$ cat src/imu_fall_motion_classifier_core_macros.svh
// Assertion helpers for the IMU classifier core.
`ifndef IMU_FALL_MOTION_CLASSIFIER_CORE_MACROS_SVH
`define IMU_FALL_MOTION_CLASSIFIER_CORE_MACROS_SVH
`ifndef SYNTHESIS
`define IFMC_ASSERT_IMPL(lbl, ante, cons) \
	lbl: assert property (@(posedge clk) disable iff (!arst_n) (ante) |-> (cons)) \
		else $error("assertion failed");
`define IFMC_ASSERT_NEXT(lbl, ante, cons) \
	lbl: assert property (@(posedge clk) disable iff (!arst_n) (ante) |=> (cons)) \
		else $error("assertion failed");
`else
`define IFMC_ASSERT_IMPL(lbl, ante, cons)
`define IFMC_ASSERT_NEXT(lbl, ante, cons)
`endif
`endif

$ cat src/ifmc_pkg.sv
`default_nettype none
package ifmc_pkg;

	localparam int unsigned ONE_G = 16384;
	localparam logic signed [29:0] DEG90_Z = 30'sd94371840;
	localparam logic signed [29:0] ROUND_HALF = 30'sd8192;
	localparam logic signed [18:0] TEMP_OFS = 19'sd62101;
	localparam logic [39:0] TEMP_RECIP = 40'd246724;

	localparam logic [15:0] GYRO_LIMIT_RST = 16'd23580;
	localparam logic [15:0] ACCEL_DEV_RST = 16'd9830;
	localparam logic [15:0] FALL_ACCEL_RST = 16'd36045;
	localparam logic [14:0] ANGLE_JUMP_RST = 15'd2240;

	localparam logic [1:0] REG_GYRO_LIMIT = 2'd0;
	localparam logic [1:0] REG_ACCEL_DEV = 2'd1;
	localparam logic [1:0] REG_FALL_ACCEL = 2'd2;
	localparam logic [1:0] REG_ANGLE_JUMP = 2'd3;

	localparam logic [1:0] STATUS_NORMAL = 2'd0;
	localparam logic [1:0] STATUS_FALL = 2'd1;
	localparam logic [1:0] STATUS_ABRUPT = 2'd2;

	localparam logic [1:0] SQ_ACCEL = 2'd0;
	localparam logic [1:0] SQ_GYRO = 2'd1;
	localparam logic [1:0] SQ_RADIUS = 2'd2;

	localparam logic [4:0] SQ_LAST = 5'd23;
	localparam logic [4:0] CO_LAST = 5'd19;
	localparam logic [4:0] MUL_LAST = 5'd9;

	typedef struct packed {
		logic       load;
		logic       mul_en;
		logic       sq_load;
		logic       sq_step;
		logic       co_load;
		logic       co_step;
		logic       fin;
		logic [1:0] sel;
		logic [4:0] iter;
	} cmd_t;

	typedef struct packed {
		logic out_free;
	} sts_t;

	function automatic logic [26:0] atan_tab(input logic [4:0] i);
		logic [26:0] r;
		unique case (i)
			5'd0:  r = 27'd47185920;
			5'd1:  r = 27'd27855475;
			5'd2:  r = 27'd14718068;
			5'd3:  r = 27'd7471121;
			5'd4:  r = 27'd3750058;
			5'd5:  r = 27'd1876857;
			5'd6:  r = 27'd938658;
			5'd7:  r = 27'd469357;
			5'd8:  r = 27'd234682;
			5'd9:  r = 27'd117342;
			5'd10: r = 27'd58671;
			5'd11: r = 27'd29335;
			5'd12: r = 27'd14668;
			5'd13: r = 27'd7334;
			5'd14: r = 27'd3667;
			5'd15: r = 27'd1833;
			5'd16: r = 27'd917;
			5'd17: r = 27'd458;
			5'd18: r = 27'd229;
			5'd19: r = 27'd115;
			default: r = 27'd0;
		endcase
		return r;
	endfunction

endpackage
`default_nettype wire

$ cat src/ifmc_ctrl.sv
`default_nettype none
module ifmc_ctrl import ifmc_pkg::*; (
	input  wire  clk,
	input  wire  arst_n,
	input  wire  s_tvalid,
	output logic s_tready,
	input  sts_t sts,
	output cmd_t cmd
);

	localparam logic [2:0] S_IDLE = 3'd0;
	localparam logic [2:0] S_MUL  = 3'd1;
	localparam logic [2:0] S_SQ   = 3'd2;
	localparam logic [2:0] S_CO   = 3'd3;
	localparam logic [2:0] S_FIN  = 3'd4;

	logic [2:0] state_q, state_d;
	logic [4:0] cnt_q, cnt_d;
	logic [1:0] pass_q, pass_d;

	assign s_tready = (state_q == S_IDLE);

	always_comb begin
		state_d = state_q;
		cnt_d = cnt_q;
		pass_d = pass_q;
		cmd = '0;
		cmd.sel = pass_q;
		cmd.iter = cnt_q;
		unique case (state_q)
			S_IDLE: begin
				if (s_tvalid) begin
					cmd.load = 1'b1;
					state_d = S_MUL;
					cnt_d = '0;
				end
			end
			S_MUL: begin
				cmd.mul_en = 1'b1;
				if (cnt_q == MUL_LAST) begin
					state_d = S_SQ;
					cnt_d = '0;
					pass_d = SQ_ACCEL;
				end else begin
					cnt_d = cnt_q + 5'd1;
				end
			end
			S_SQ: begin
				// Count zero loads the operand; the next 24 counts are root bits.
				cmd.iter = cnt_q - 5'd1;
				if (cnt_q == 5'd0) begin
					cmd.sq_load = 1'b1;
					cnt_d = 5'd1;
				end else begin
					cmd.sq_step = 1'b1;
					if (cnt_q == SQ_LAST + 5'd1) begin
						cnt_d = '0;
						if (pass_q == SQ_RADIUS) begin
							state_d = S_CO;
							pass_d = '0;
						end else begin
							pass_d = pass_q + 2'd1;
						end
					end else begin
						cnt_d = cnt_q + 5'd1;
					end
				end
			end
			S_CO: begin
				cmd.iter = cnt_q - 5'd1;
				if (cnt_q == 5'd0) begin
					cmd.co_load = 1'b1;
					cnt_d = 5'd1;
				end else begin
					cmd.co_step = 1'b1;
					if (cnt_q == CO_LAST + 5'd1) begin
						cnt_d = '0;
						if (pass_q == 2'd1) begin
							state_d = S_FIN;
						end else begin
							pass_d = pass_q + 2'd1;
						end
					end else begin
						cnt_d = cnt_q + 5'd1;
					end
				end
			end
			S_FIN: begin
				if (sts.out_free) begin
					cmd.fin = 1'b1;
					state_d = S_IDLE;
				end
			end
			default: begin
				state_d = S_IDLE;
			end
		endcase
	end

	always_ff @(posedge clk or negedge arst_n) begin
		if (!arst_n) begin
			state_q <= S_IDLE;
			cnt_q <= '0;
			pass_q <= '0;
		end else begin
			state_q <= state_d;
			cnt_q <= cnt_d;
			pass_q <= pass_d;
		end
	end

endmodule
`default_nettype wire

$ cat src/ifmc_dp.sv
`default_nettype none
module ifmc_dp import ifmc_pkg::*; (
	input  wire          clk,
	input  wire          arst_n,
	input  cmd_t         cmd,
	output sts_t         sts,
	input  wire  [111:0] s_tdata,
	input  wire          cfg_we,
	input  wire  [1:0]   cfg_addr,
	input  wire  [15:0]  cfg_wdata,
	input  wire          m_tready,
	output logic         m_tvalid,
	output logic [79:0]  m_tdata
);

	logic [15:0] gl_q, dev_q, fl_q;
	logic [14:0] ajl_q;

	logic signed [15:0] ax_q, ay_q, az_q, gx_q, gy_q, gz_q;
	logic signed [14:0] temp_q;

	logic [30:0] ax2_q;
	logic [31:0] yz2_q, a2_q, g2_q, gl2_q, fl2_q;
	logic [32:0] up2_q;
	logic [28:0] lo2_q;

	logic [47:0] sq_v_q;
	logic [25:0] sq_rem_q;
	logic [23:0] sq_root_q;
	logic [15:0] amag_q, gmag_q;
	logic [23:0] rad_q;

	logic signed [27:0] cx_q, cy_q;
	logic signed [29:0] cz_q;
	logic               spec_q;
	logic signed [15:0] specv_q;
	logic signed [14:0] roll_q, prev_roll_q;
	logic signed [13:0] pitch_q, prev_pitch_q;
	logic               first_q;
	logic               m_tvalid_q;

	// Temperature: (5*t + 62101)/17 toward zero, by reciprocal on the magnitude.
	logic signed [15:0] traw;
	logic signed [18:0] tn;
	logic [17:0] tmag;
	logic [39:0] tprod;
	logic [14:0] tq;
	assign traw = s_tdata[111:96];
	assign tn = 19'(traw) * 19'sd5 + TEMP_OFS;
	assign tmag = tn[18] ? 18'(-tn) : tn[17:0];
	assign tprod = {22'd0, tmag} * TEMP_RECIP;
	assign tq = tprod[36:22];

	// Shared squaring multiplier.
	logic signed [17:0] opd;
	logic signed [35:0] prod;
	always_comb begin
		unique case (cmd.iter[3:0])
			4'd0: opd = 18'(ax_q);
			4'd1: opd = 18'(ay_q);
			4'd2: opd = 18'(az_q);
			4'd3: opd = 18'(gx_q);
			4'd4: opd = 18'(gy_q);
			4'd5: opd = 18'(gz_q);
			4'd6: opd = {2'b00, gl_q};
			4'd7: opd = 18'(17'(ONE_G) + {1'b0, dev_q});
			4'd8: opd = 18'(17'(ONE_G) - {1'b0, dev_q});
			4'd9: opd = {2'b00, fl_q};
			default: opd = '0;
		endcase
	end
	assign prod = opd * opd;

	// Square root, one result bit per step.
	logic [25:0] remn, trial;
	logic        ge;
	logic [23:0] rootn;
	assign remn = {sq_rem_q[23:0], sq_v_q[47:46]};
	assign trial = {sq_root_q, 2'b01};
	assign ge = (remn >= trial);
	assign rootn = {sq_root_q[22:0], ge};

	// CORDIC vectoring.
	logic signed [27:0] y0, x0, dx, dy, cxn, cyn;
	logic signed [29:0] at, czn, zr;
	logic signed [15:0] ang, angv, lim, clamped;
	always_comb begin
		if (cmd.sel == 2'd0) begin
			y0 = {{4{ay_q[15]}}, ay_q, 8'd0};
			x0 = {{4{az_q[15]}}, az_q, 8'd0};
		end else begin
			y0 = 28'sd0 - {{4{ax_q[15]}}, ax_q, 8'd0};
			x0 = {4'd0, rad_q};
		end
	end
	assign dx = cy_q >>> cmd.iter;
	assign dy = cx_q >>> cmd.iter;
	assign at = 30'(atan_tab(cmd.iter));
	assign cxn = cy_q[27] ? cx_q - dx : cx_q + dx;
	assign cyn = cy_q[27] ? cy_q + dy : cy_q - dy;
	assign czn = cy_q[27] ? cz_q - at : cz_q + at;
	assign zr = czn + ROUND_HALF;
	assign ang = zr[29:14];
	assign angv = spec_q ? specv_q : ang;
	assign lim = (cmd.sel == 2'd0) ? 16'sd11520 : 16'sd5760;
	always_comb begin
		if (angv > lim) clamped = lim;
		else if (angv < -lim) clamped = -lim;
		else clamped = angv;
	end

	// Classification.
	logic signed [15:0] dr, dp;
	logic [15:0] adr, adp;
	logic fall, abrupt;
	logic [1:0] status;
	assign dr = 16'(roll_q) - 16'(prev_roll_q);
	assign dp = 16'(pitch_q) - 16'(prev_pitch_q);
	assign adr = first_q ? 16'd0 : (dr[15] ? 16'(-dr) : dr);
	assign adp = first_q ? 16'd0 : (dp[15] ? 16'(-dp) : dp);
	assign fall = (a2_q > fl2_q) && ((adr > {1'b0, ajl_q}) || (adp > {1'b0, ajl_q}));
	assign abrupt = (g2_q > gl2_q) || ({1'b0, a2_q} > up2_q) ||
		((dev_q < 16'(ONE_G)) && (a2_q < {3'd0, lo2_q}));
	always_comb begin
		priority if (fall) status = STATUS_FALL;
		else if (abrupt) status = STATUS_ABRUPT;
		else status = STATUS_NORMAL;
	end

	always_ff @(posedge clk or negedge arst_n) begin
		if (!arst_n) begin
			gl_q <= GYRO_LIMIT_RST;
			dev_q <= ACCEL_DEV_RST;
			fl_q <= FALL_ACCEL_RST;
			ajl_q <= ANGLE_JUMP_RST;
			prev_roll_q <= '0;
			prev_pitch_q <= '0;
			first_q <= 1'b1;
			m_tvalid_q <= 1'b0;
		end else begin
			if (cfg_we) begin
				unique case (cfg_addr)
					REG_GYRO_LIMIT: gl_q <= cfg_wdata;
					REG_ACCEL_DEV:  dev_q <= cfg_wdata;
					REG_FALL_ACCEL: fl_q <= cfg_wdata;
					REG_ANGLE_JUMP: ajl_q <= cfg_wdata[14:0];
					default: ;
				endcase
			end
			if (cmd.fin) begin
				prev_roll_q <= roll_q;
				prev_pitch_q <= pitch_q;
				first_q <= 1'b0;
				m_tvalid_q <= 1'b1;
			end else if (m_tready) begin
				m_tvalid_q <= 1'b0;
			end
		end
	end

	always_ff @(posedge clk) begin
		if (cmd.load) begin
			ax_q <= s_tdata[15:0];
			ay_q <= s_tdata[31:16];
			az_q <= s_tdata[47:32];
			gx_q <= s_tdata[63:48];
			gy_q <= s_tdata[79:64];
			gz_q <= s_tdata[95:80];
			temp_q <= tn[18] ? 15'(15'd0 - tq) : tq;
		end
		if (cmd.mul_en) begin
			unique case (cmd.iter[3:0])
				4'd0: ax2_q <= prod[30:0];
				4'd1: yz2_q <= prod[31:0];
				4'd2: yz2_q <= yz2_q + prod[31:0];
				4'd3: g2_q <= prod[31:0];
				4'd4: g2_q <= g2_q + prod[31:0];
				4'd5: g2_q <= g2_q + prod[31:0];
				4'd6: gl2_q <= prod[31:0];
				4'd7: up2_q <= prod[32:0];
				4'd8: lo2_q <= prod[28:0];
				4'd9: begin
					fl2_q <= prod[31:0];
					a2_q <= yz2_q + {1'b0, ax2_q};
				end
				default: ;
			endcase
		end
		if (cmd.sq_load) begin
			unique case (cmd.sel)
				SQ_ACCEL: sq_v_q <= {a2_q, 16'd0};
				SQ_GYRO:  sq_v_q <= {g2_q, 16'd0};
				default:  sq_v_q <= {yz2_q, 16'd0};
			endcase
			sq_rem_q <= '0;
			sq_root_q <= '0;
		end
		if (cmd.sq_step) begin
			sq_v_q <= {sq_v_q[45:0], 2'b00};
			sq_rem_q <= ge ? remn - trial : remn;
			sq_root_q <= rootn;
			if (cmd.iter == SQ_LAST) begin
				unique case (cmd.sel)
					SQ_ACCEL: amag_q <= rootn[23:8];
					SQ_GYRO:  gmag_q <= rootn[23:8];
					default:  rad_q <= rootn;
				endcase
			end
		end
		if (cmd.co_load) begin
			spec_q <= (y0 == 28'sd0) || (x0 == 28'sd0);
			if (y0 == 28'sd0) specv_q <= x0[27] ? 16'sd11520 : 16'sd0;
			else specv_q <= y0[27] ? -16'sd5760 : 16'sd5760;
			if (x0[27]) begin
				// Rotate into the right half plane by a quarter turn first.
				if (!y0[27]) begin
					cx_q <= y0;
					cy_q <= -x0;
					cz_q <= DEG90_Z;
				end else begin
					cx_q <= -y0;
					cy_q <= x0;
					cz_q <= -DEG90_Z;
				end
			end else begin
				cx_q <= x0;
				cy_q <= y0;
				cz_q <= '0;
			end
		end
		if (cmd.co_step) begin
			cx_q <= cxn;
			cy_q <= cyn;
			cz_q <= czn;
			if (cmd.iter == CO_LAST) begin
				if (cmd.sel == 2'd0) roll_q <= clamped[14:0];
				else pitch_q <= clamped[13:0];
			end
		end
		if (cmd.fin) begin
			m_tdata <= {2'b00, status, temp_q, pitch_q, roll_q, gmag_q, amag_q};
		end
	end

	assign m_tvalid = m_tvalid_q;
	assign sts.out_free = !m_tvalid_q || m_tready;

endmodule
`default_nettype wire

$ cat src/imu_fall_motion_classifier_core.sv
// IMU fall and abrupt-motion classifier.
// Input stream s_*: one word per six-axis sample plus raw die temperature.
// Output stream m_*: one word per sample with the accel and gyro magnitudes,
// roll and pitch in 1/64 degree, temperature in hundredths of a degree and
// the status code (normal, possible fall, abrupt movement).
// cfg_we/cfg_addr/cfg_wdata write the four limit registers; write them only
// while the block is idle.
// Each sample runs through a shared squaring multiplier, three 24-step
// square roots sharing one unit, two 20-step CORDIC passes and a final step
// that places the word in the output register. The next sample is accepted
// in the cycle after that final step, not before.
// The output register holds a finished word while the receiver stalls; a
// new sample is processed meanwhile and waits at its last step until the
// register frees up.
// Reset clears the handshake state, restores the limit defaults, zeroes the
// previous angles and marks the next sample as the first one.
`default_nettype none
`include "imu_fall_motion_classifier_core_macros.svh"
module imu_fall_motion_classifier_core import ifmc_pkg::*; (
	input  wire         clk,
	input  wire         arst_n,
	input  wire         s_tvalid,
	output logic        s_tready,
	// accel_x, accel_y, accel_z, gyro_x, gyro_y, gyro_z, die temperature
	input  wire [111:0] s_tdata,
	output logic        m_tvalid,
	input  wire         m_tready,
	// accel norm, gyro norm, roll_angle, pitch_angle, temp_centi, status, zero fill
	output logic [79:0] m_tdata,
	input  wire         cfg_we,
	input  wire [1:0]   cfg_addr,
	input  wire [15:0]  cfg_wdata
);

	cmd_t cmd;
	sts_t sts;

	ifmc_ctrl u_ctrl (
		.clk(clk),
		.arst_n(arst_n),
		.s_tvalid(s_tvalid),
		.s_tready(s_tready),
		.sts(sts),
		.cmd(cmd)
	);

	ifmc_dp u_dp (
		.clk(clk),
		.arst_n(arst_n),
		.cmd(cmd),
		.sts(sts),
		.s_tdata(s_tdata),
		.cfg_we(cfg_we),
		.cfg_addr(cfg_addr),
		.cfg_wdata(cfg_wdata),
		.m_tready(m_tready),
		.m_tvalid(m_tvalid),
		.m_tdata(m_tdata)
	);

	`IFMC_ASSERT_NEXT(a_busy_after_accept, s_tvalid && s_tready, !s_tready)
	`IFMC_ASSERT_IMPL(a_fin_needs_room, cmd.fin, sts.out_free)
	`IFMC_ASSERT_IMPL(a_one_op, 1'b1,
		$onehot0({cmd.load, cmd.mul_en, cmd.sq_load, cmd.sq_step,
			cmd.co_load, cmd.co_step, cmd.fin}))

endmodule
`default_nettype wire
$ cat config.mk
export PLATFORM = sky130hd
export DESIGN_NAME = imu_fall_motion_classifier_core
export DESIGN_NICKNAME = d
export VERILOG_FILES = /design/src/ifmc_pkg.sv /design/src/ifmc_ctrl.sv /design/src/ifmc_dp.sv /design/src/imu_fall_motion_classifier_core.sv
export VERILOG_INCLUDE_DIRS = /design/src /design/src/src
export SDC_FILE = /design/constraint.sdc
export NUM_CORES = 2
export LEC_CHECK = 0
export BUFFER_PORTS_ARGS = -buffer_cell sky130_fd_sc_hd__buf_2
export CAP_MARGIN = 20
export CORE_ASPECT_RATIO = 1.5
export CORE_MARGIN = 2
export CORE_UTILIZATION = 50
export CTS_CLUSTER_DIAMETER = 100
export DETAILED_ROUTE_END_ITERATION = 8
export GPL_ROUTABILITY_DRIVEN = 0
export PLACE_DENSITY = 0.66
export RECOVER_POWER = 25
export REMOVE_ABC_BUFFERS = 1
export SLEW_MARGIN = 20
export SYNTH_ARGS = -nofsm -noshare
export SYNTH_HDL_FRONTEND = slang
export SYNTH_SLANG_ARGS = --single-unit
$ cat constraint.sdc
create_clock -name clk -period 14.4 [get_ports clk]
set_input_delay 1.44 -clock clk [delete_from_list [all_inputs] [get_ports clk]]
set_output_delay 1.44 -clock clk [all_outputs]
set_load 0.01 [all_outputs]
-- Word level (Yosys, flattened, before mapping)
Memory sizes are Yosys's and may differ from the RTL's.
Index checks and enable logic that the tools add are counted.
- register bits: 830
- memory bits (read-only): 832
- logic and storage cells: 244
- memories: 1
- add/sub/neg operators: 27
- multiply operators: 3
- magnitude comparators: 10
- equal/unequal tests: 33
- shift-type cells: 2
- mux-type cells: 79
- bitwise logic cells: 2
- reduce and logical (&&, ||, !) cells: 44
- memory list (name ; words ; width ; rd ports ; clocked after Yosys merged registers in ; write ports ; line ; RTL):
    (no name shown) ; 32 ; 26 ; 1 ; 0 ; 0 ; ifmc_pkg.sv:50 ; unique case (i)
- operators by type and width (cell ; count):
    28-bit 2-to-1 mux ; 12
    18-bit one-hot mux with 10 select lines ; 1
    30-bit 2-to-1 mux ; 5
    32-bit one-hot mux with 2 select lines ; 2
    24-bit 2-to-1 mux ; 5
    16-bit 2-to-1 mux ; 7
    48-bit 2-to-1 mux ; 2
    48-bit one-hot mux with 2 select lines ; 1
    32-bit adder ; 2
    32-bit > comparator ; 2
    28-bit adder ; 2
    28-bit logical NOT ; 2
    28-bit negation ; 2
    28-bit by 5-bit >>> shifter with 28-bit output ; 2
    28-bit subtractor ; 2
    16-bit by 15-bit > comparator with 1-bit output ; 3
    14-bit 2-to-1 mux ; 3
    5-bit 2-to-1 mux ; 7
    18-bit by 16-bit multiplier with 34-bit output, second input constant ; 1
    32-bit by 33-bit > comparator with 1-bit output ; 1
    18-bit by 18-bit multiplier with 33-bit output ; 1
    32-bit by 31-bit adder with 32-bit output ; 1
    32-bit by 29-bit less-than comparator with 1-bit output ; 1
    16-bit negation ; 2
    other kinds (57) ; 131

-- Longest topological paths before layout
An unclocked memory read counts as a cell.
- depth after elaboration: 11
- mapped depth: 56
- depth with buffers taken out: 49

-- By module
From an unflattened synthesis, not the netlist that was laid out.
- cells, all modules: 6835
- area total of the unflattened synthesis: 68335.5 µm²
- modules (own cells, without submodules) (module ; instances ; cells an instance ; area an instance (µm²)):
    ifmc_dp ; 1 ; 6718 ; 67332.1
    ifmc_ctrl ; 1 ; 117 ; 1003.5

-- Least setup slack after synthesis
OpenSTA, ideal clock, no wires.
- path type: flip-flop to flip-flop
- from: register u_ctrl.cnt_q[0]
- to: register u_dp.g2_q[29] (data pin)
- arrival: 10818 ps
- setup slack: 3316 ps
- stages on the path, launching flop included: 51
- path through: dfrtp_1 inv_1 ha_1 nand3b_1 xor2_1 buf_2 buf_2 buf_2 nand3_1 clkbuf_1 nor2_1 clkbuf_1 buf_1 a22oi_1 nand2_1 nor2_1 and2_1 or2_2 (+15 left out) o21ai_0 a41oi_1 o211ai_1 o211ai_1 nor2b_1 o21a_1 nor2_1 xnor2_1 ha_1 a21o_1 a21oi_1 nand2_1 o21a_1 a21o_1 a21oi_1 o21ai_0 a211oi_1 o31ai_1
- longest elaborated chain between the ends: 7
- elaborated cells between the ends (all ways): 17
- ends and longest elaborated chain (item ; line ; RTL):
    from (decl) ; ifmc_ctrl.sv:18 ; logic [4:0] cnt_q, cnt_d;
    from (signal assigned) ; ifmc_ctrl.sv:107 ; cnt_q <= cnt_d;
    5-bit by 1-bit subtractor with 5-bit output ; ifmc_ctrl.sv:50, ifmc_ctrl.sv:70 ;
    5-bit 2-to-1 mux (*) ; -- ;
    4-bit equality test (tied with other cells) ; ifmc_dp.sv:58 ; unique case (cmd.iter[3:0])
    18-bit one-hot mux with 10 select lines (*) ; ifmc_dp.sv:58 ;
    18-bit by 18-bit multiplier with 33-bit output (*) ; ifmc_dp.sv:72 ; assign prod = opd * opd;
    net u_dp.prod[23] ; ifmc_dp.sv:56 ; logic signed [35:0] prod;
    32-bit adder (*) ; ifmc_dp.sv:177, ifmc_dp.sv:178 ;
    32-bit one-hot mux with 2 select lines (*) ; ifmc_dp.sv:172 ; unique case (cmd.iter[3:0])
    to (signal assigned) ; ifmc_dp.sv:176 ; 4'd3: g2_q <= prod[31:0];
    to (signal assigned) ; ifmc_dp.sv:177 ; 4'd4: g2_q <= g2_q + prod[31:0];
    to (signal assigned) ; ifmc_dp.sv:178 ; 4'd5: g2_q <= g2_q + prod[31:0];
    to (decl) ; ifmc_dp.sv:23 ; logic [31:0] yz2_q, a2_q, g2_q, gl2_q, fl2_q;
Mark *: on every way through the listed nets, which the timed path passes. The rest lies on a longest branch.
A chain may end at the register's enable or synchronous reset.

-- Final worst setup path
- from: register u_ctrl.cnt_q[0]
- to: register u_dp.g2_q[24] (data pin)
Same word-level chain as after synthesis.

==> summary.txt <==
Clocking
  • Clk pin slew, worst setup/hold paths: 0.07 ns
  • Root Driver: clkbuf_16
  • Clock Path Buffers: 3
  • H-tree levels: 3
  • CTS tree: done
  • CTS buffer count: 83
  • Setup Buffers After CTS: 0
  • Clock sink count: 798
  • Worst-skew pair later-pin latency: 0.72 ns
  • Hold Buf Count CTS: 0
  • Post-CTS resize count: 0

Critical path
  • Crit. Startpoint: u_ctrl.cnt_q[0]$_DFFE_PN0P_
  • Worst path required time: 14.84 ns
  • CP Max Fanout: 32
  • R2R setup slack: about 1.5 ns
  • CP most frequent cell: inv_1
  • Worst path buffer plus inverter count: 7
  • Startpoint Class: flip-flop
  • CP Capture Type: flip-flop
  • Worst R2R Start: u_ctrl.cnt_q[0]$_DFFE_PN0P_
  • Critical path class: reg2reg
  • Cell family with most CP delay: compound AO/OA/AOI/OAI gates
  • Crit-path slowest cell: nor2_4
  • Arrival time worst endpoint: 13.34 ns
  • Delay of the slowest critical-path stage: 0.94 ns
  • RR Endpoint: u_dp.g2_q[24]$_DFFE_PP_
  • FF-to-FF path depth: 43

Route
  • # DRC: 2
  • Via density: between 6 and 7
  • Post-DRT Antenna Nets: 0
  • Post-Route WL: 208000 um
  • Via count: 53205
  • Drt initial violations: approximately 4700
  • DR WL/cell: 23.7 um
  • TritonRoute pass-1 iters: 9

STA
  • Min cycle time layout: between 10 and 15 ns
  • Slew HR: -149%
  • Final critical-path share of the clock period: roughly nine tenths
  • Worst-margin pin slew: 3.73 ns
  • TNS Setup: 0 ns
  • Setup Viol. Count Final: 0
  • Final hold vios: 0
  • Worst Skew: ~0.031 ns
  • RSZ-0062 raised after global routing: false
  • Slew Limit Fails: 133
  • FMAX: 77.5 MHz

Layout
  • Net count, final: 8129
  • Final cell count without fillers: 8789
  • Final Core Density: 55.0%
  • Layout area overhead: 9.04%
  • Share of cells above drive strength 1: 9.85%

Floorplanning
  • Site row count: 165
  • I/O pin count: 217
  • Die area: 139000 sq um
  • Core Box Area: between 100000 and 150000 sq um
  • Die X: 305 um
  • Initial core utilization: 50.4%
  • Die extent in y: about 460 um

Placement
  • DP Wirelength: 163000 um
  • Port Buf Inserts: 214
  • Post-Place Cells: 8631

Logic synthesis
  • Yosys top cell area share: 30.6%
  • Cells after Synth: 6799
  • Synth Flop Type: edfxtp_1
  • Largest cells by area after synthesis: edfxtp_1, ha_1, fa_1, inv_1, xnor2_1
  • Area leader, netlist: edfxtp_1
  • Post-synthesis sequential area ratio: 34.5%
  • Post-Syn Area: 68100 sq um
  • Post-synth ARST share: 13.0%
  • Syn avg cell area: 10.0 sq um
  • Total of warnings raised by yosys: 0
  • Unique masters post-synth: 103
  • Flop and latch count out of synthesis: 798
  • Post-synth EDFFs: 694

Global routing
  • Via count of the first global-routing pass: 53612
  • Initial antenna violation count: 12
  • GRT overflow: 0
  • Largest net degree at the start of global routing: 80
  • Total GRT Usage: between 20% and 30%
  • Global-route wire length before repair: 315000 um

Outcome
  • Failing checks: design-rule violations, max-capacitance violations, max-slew violations
  • Status: complete, but fails checks

Hold path
  • Worst Hold Class: reg2reg
  • End of the worst hold path: u_dp.m_tdata[6]$_DFFE_PP_
  • Hold Path Depth: 0
  • Beginning of the worst hold path: u_dp.amag_q[6]$_DFFE_PP_

Job
  • Max cap viols: 3
[sequential cells by signal, indices dropped and copies added (netlist names), 31 cells and up]
register	cells
u_dp.m_tdata	78
u_dp.a2_q	32
u_dp.g2_q	32
u_dp.sq_v_q	32
u_dp.up2_q	32
u_dp.yz2_q	32
u_dp.fl2_q	31
u_dp.gl2_q	31
[cells in the final DEF (no fill, tap or decap), drive strengths merged, types with 26 or more instances in the layout]
| cell | count |
|---|---|
| and3 | 49 |
| a22oi | 84 |
| a211oi | 60 |
| nor4 | 29 |
| clkbuf | 114 |
| o31ai | 34 |
| a21o | 140 |
| nand3 | 91 |
| dfstp | 26 |
| inv | 849 |
| dfrtp | 78 |
| nand2 | 553 |
| o21a | 59 |
| clkinv | 36 |
| mux4 | 57 |
| o21ai | 353 |
| a31oi | 90 |
| buf | 282 |
| a21oi | 373 |
| nor3 | 91 |
| o21bai | 28 |
| and2 | 31 |
| xnor2 | 267 |
| mux2 | 86 |
| xor2 | 183 |
| nor2b | 54 |
| fa | 372 |
| mux2i | 114 |
| edfxtp | 694 |
| o211ai | 39 |
| nand4 | 60 |
| nand2b | 65 |
| nor2 | 531 |
| ha | 658 |
| or3 | 41 |
[area by class of cell]
type	count	area, sq um
diodes	4	10.0
clock buffers	89	2160
clock inverters	64	746
fillers	11936	60800
inverters	845	3180
multi-input cells	4929	40700
flip-flops and latches	798	23500
well taps	1753	2190
repair buffers	307	1740
[layer usage]
metal | wire (um) | part of all wire, % | GRT usage, % | vias to the layer above
li1 | - | - | - | 24324
met1 | 72600 | 35 | 32.7 | 25789
met2 | 103000 | 50 | 52.0 | 2334
met3 | 15300 | 7.3 | 5.28 | 752
met4 | 17000 | 8.2 | 20.2 | 6
met5 | 33 | 0.016 | 0 | -
[how the worst max path moves through the flow]
| stage | endpoint | slack, ns | cells past startpoint |
|---|---|---|---|
| 2_1_floorplan | u_dp.g2_q[29]$_DFFE_PP_ | -0.09 | 39 |
| 3_3_place_gp | u_dp.g2_q[30]$_DFFE_PP_ | 2.19 | 41 |
| 3_5_place_dp | u_dp.g2_q[24]$_DFFE_PP_ | 1.87 | 43 |
| 4_1_cts | u_dp.g2_q[30]$_DFFE_PP_ | 1.82 | 41 |
| 5_1_grt | u_dp.g2_q[29]$_DFFE_PP_ | 0.84 | 44 |
| 6_report | u_dp.g2_q[24]$_DFFE_PP_ | 1.50 | 43 |
[Yosys cell counts, types with 83 or more instances]
master    instances
inv_1           838
nor3_1           88
ha_1            658
o21ai_0         341
a21o_1          140
mux2_2           83
a31oi_1          90
xor2_1          183
fa_1            372
edfxtp_1        694
a22oi_1          84
mux2i_1         114
xnor2_1         266
nand3_1          90
nor2_1          531
nand2_1         553
a21oi_1         372
clkbuf_1        164
[logic make-up after synthesis]
group	count (synthesis)	share of synthesized area [%]
flip-flops	798	34.5
multiplexers	257	4.99
other	1	0.00551
adder cells (fa/ha/maj)	1030	23.0
AND/OR/NAND/NOR	1700	11.6
buffers and inverters	1073	6.04
AO/OA/AOI/OAI	1490	14.0
XOR/XNOR	450	5.82
[metrics by stage]
| step | worst slack [ns] | hold slack (ns) | instance area [sq um] |
|---|---|---|---|
| floorplan | -0.0897 | 0.400 | 67100 |
| global placement | 2.19 | 0.402 | 71300 |
| detailed placement | 1.87 | 0.405 | 71300 |
| CTS | 1.82 | 0.415 | 74200 |
| global route | 0.842 | 0.425 | 74200 |
| finish | 1.50 | 0.412 | 74200 |
Power is not shown: default switching activity piles up to over one toggle a cycle in this logic, so the estimate is an artifact.
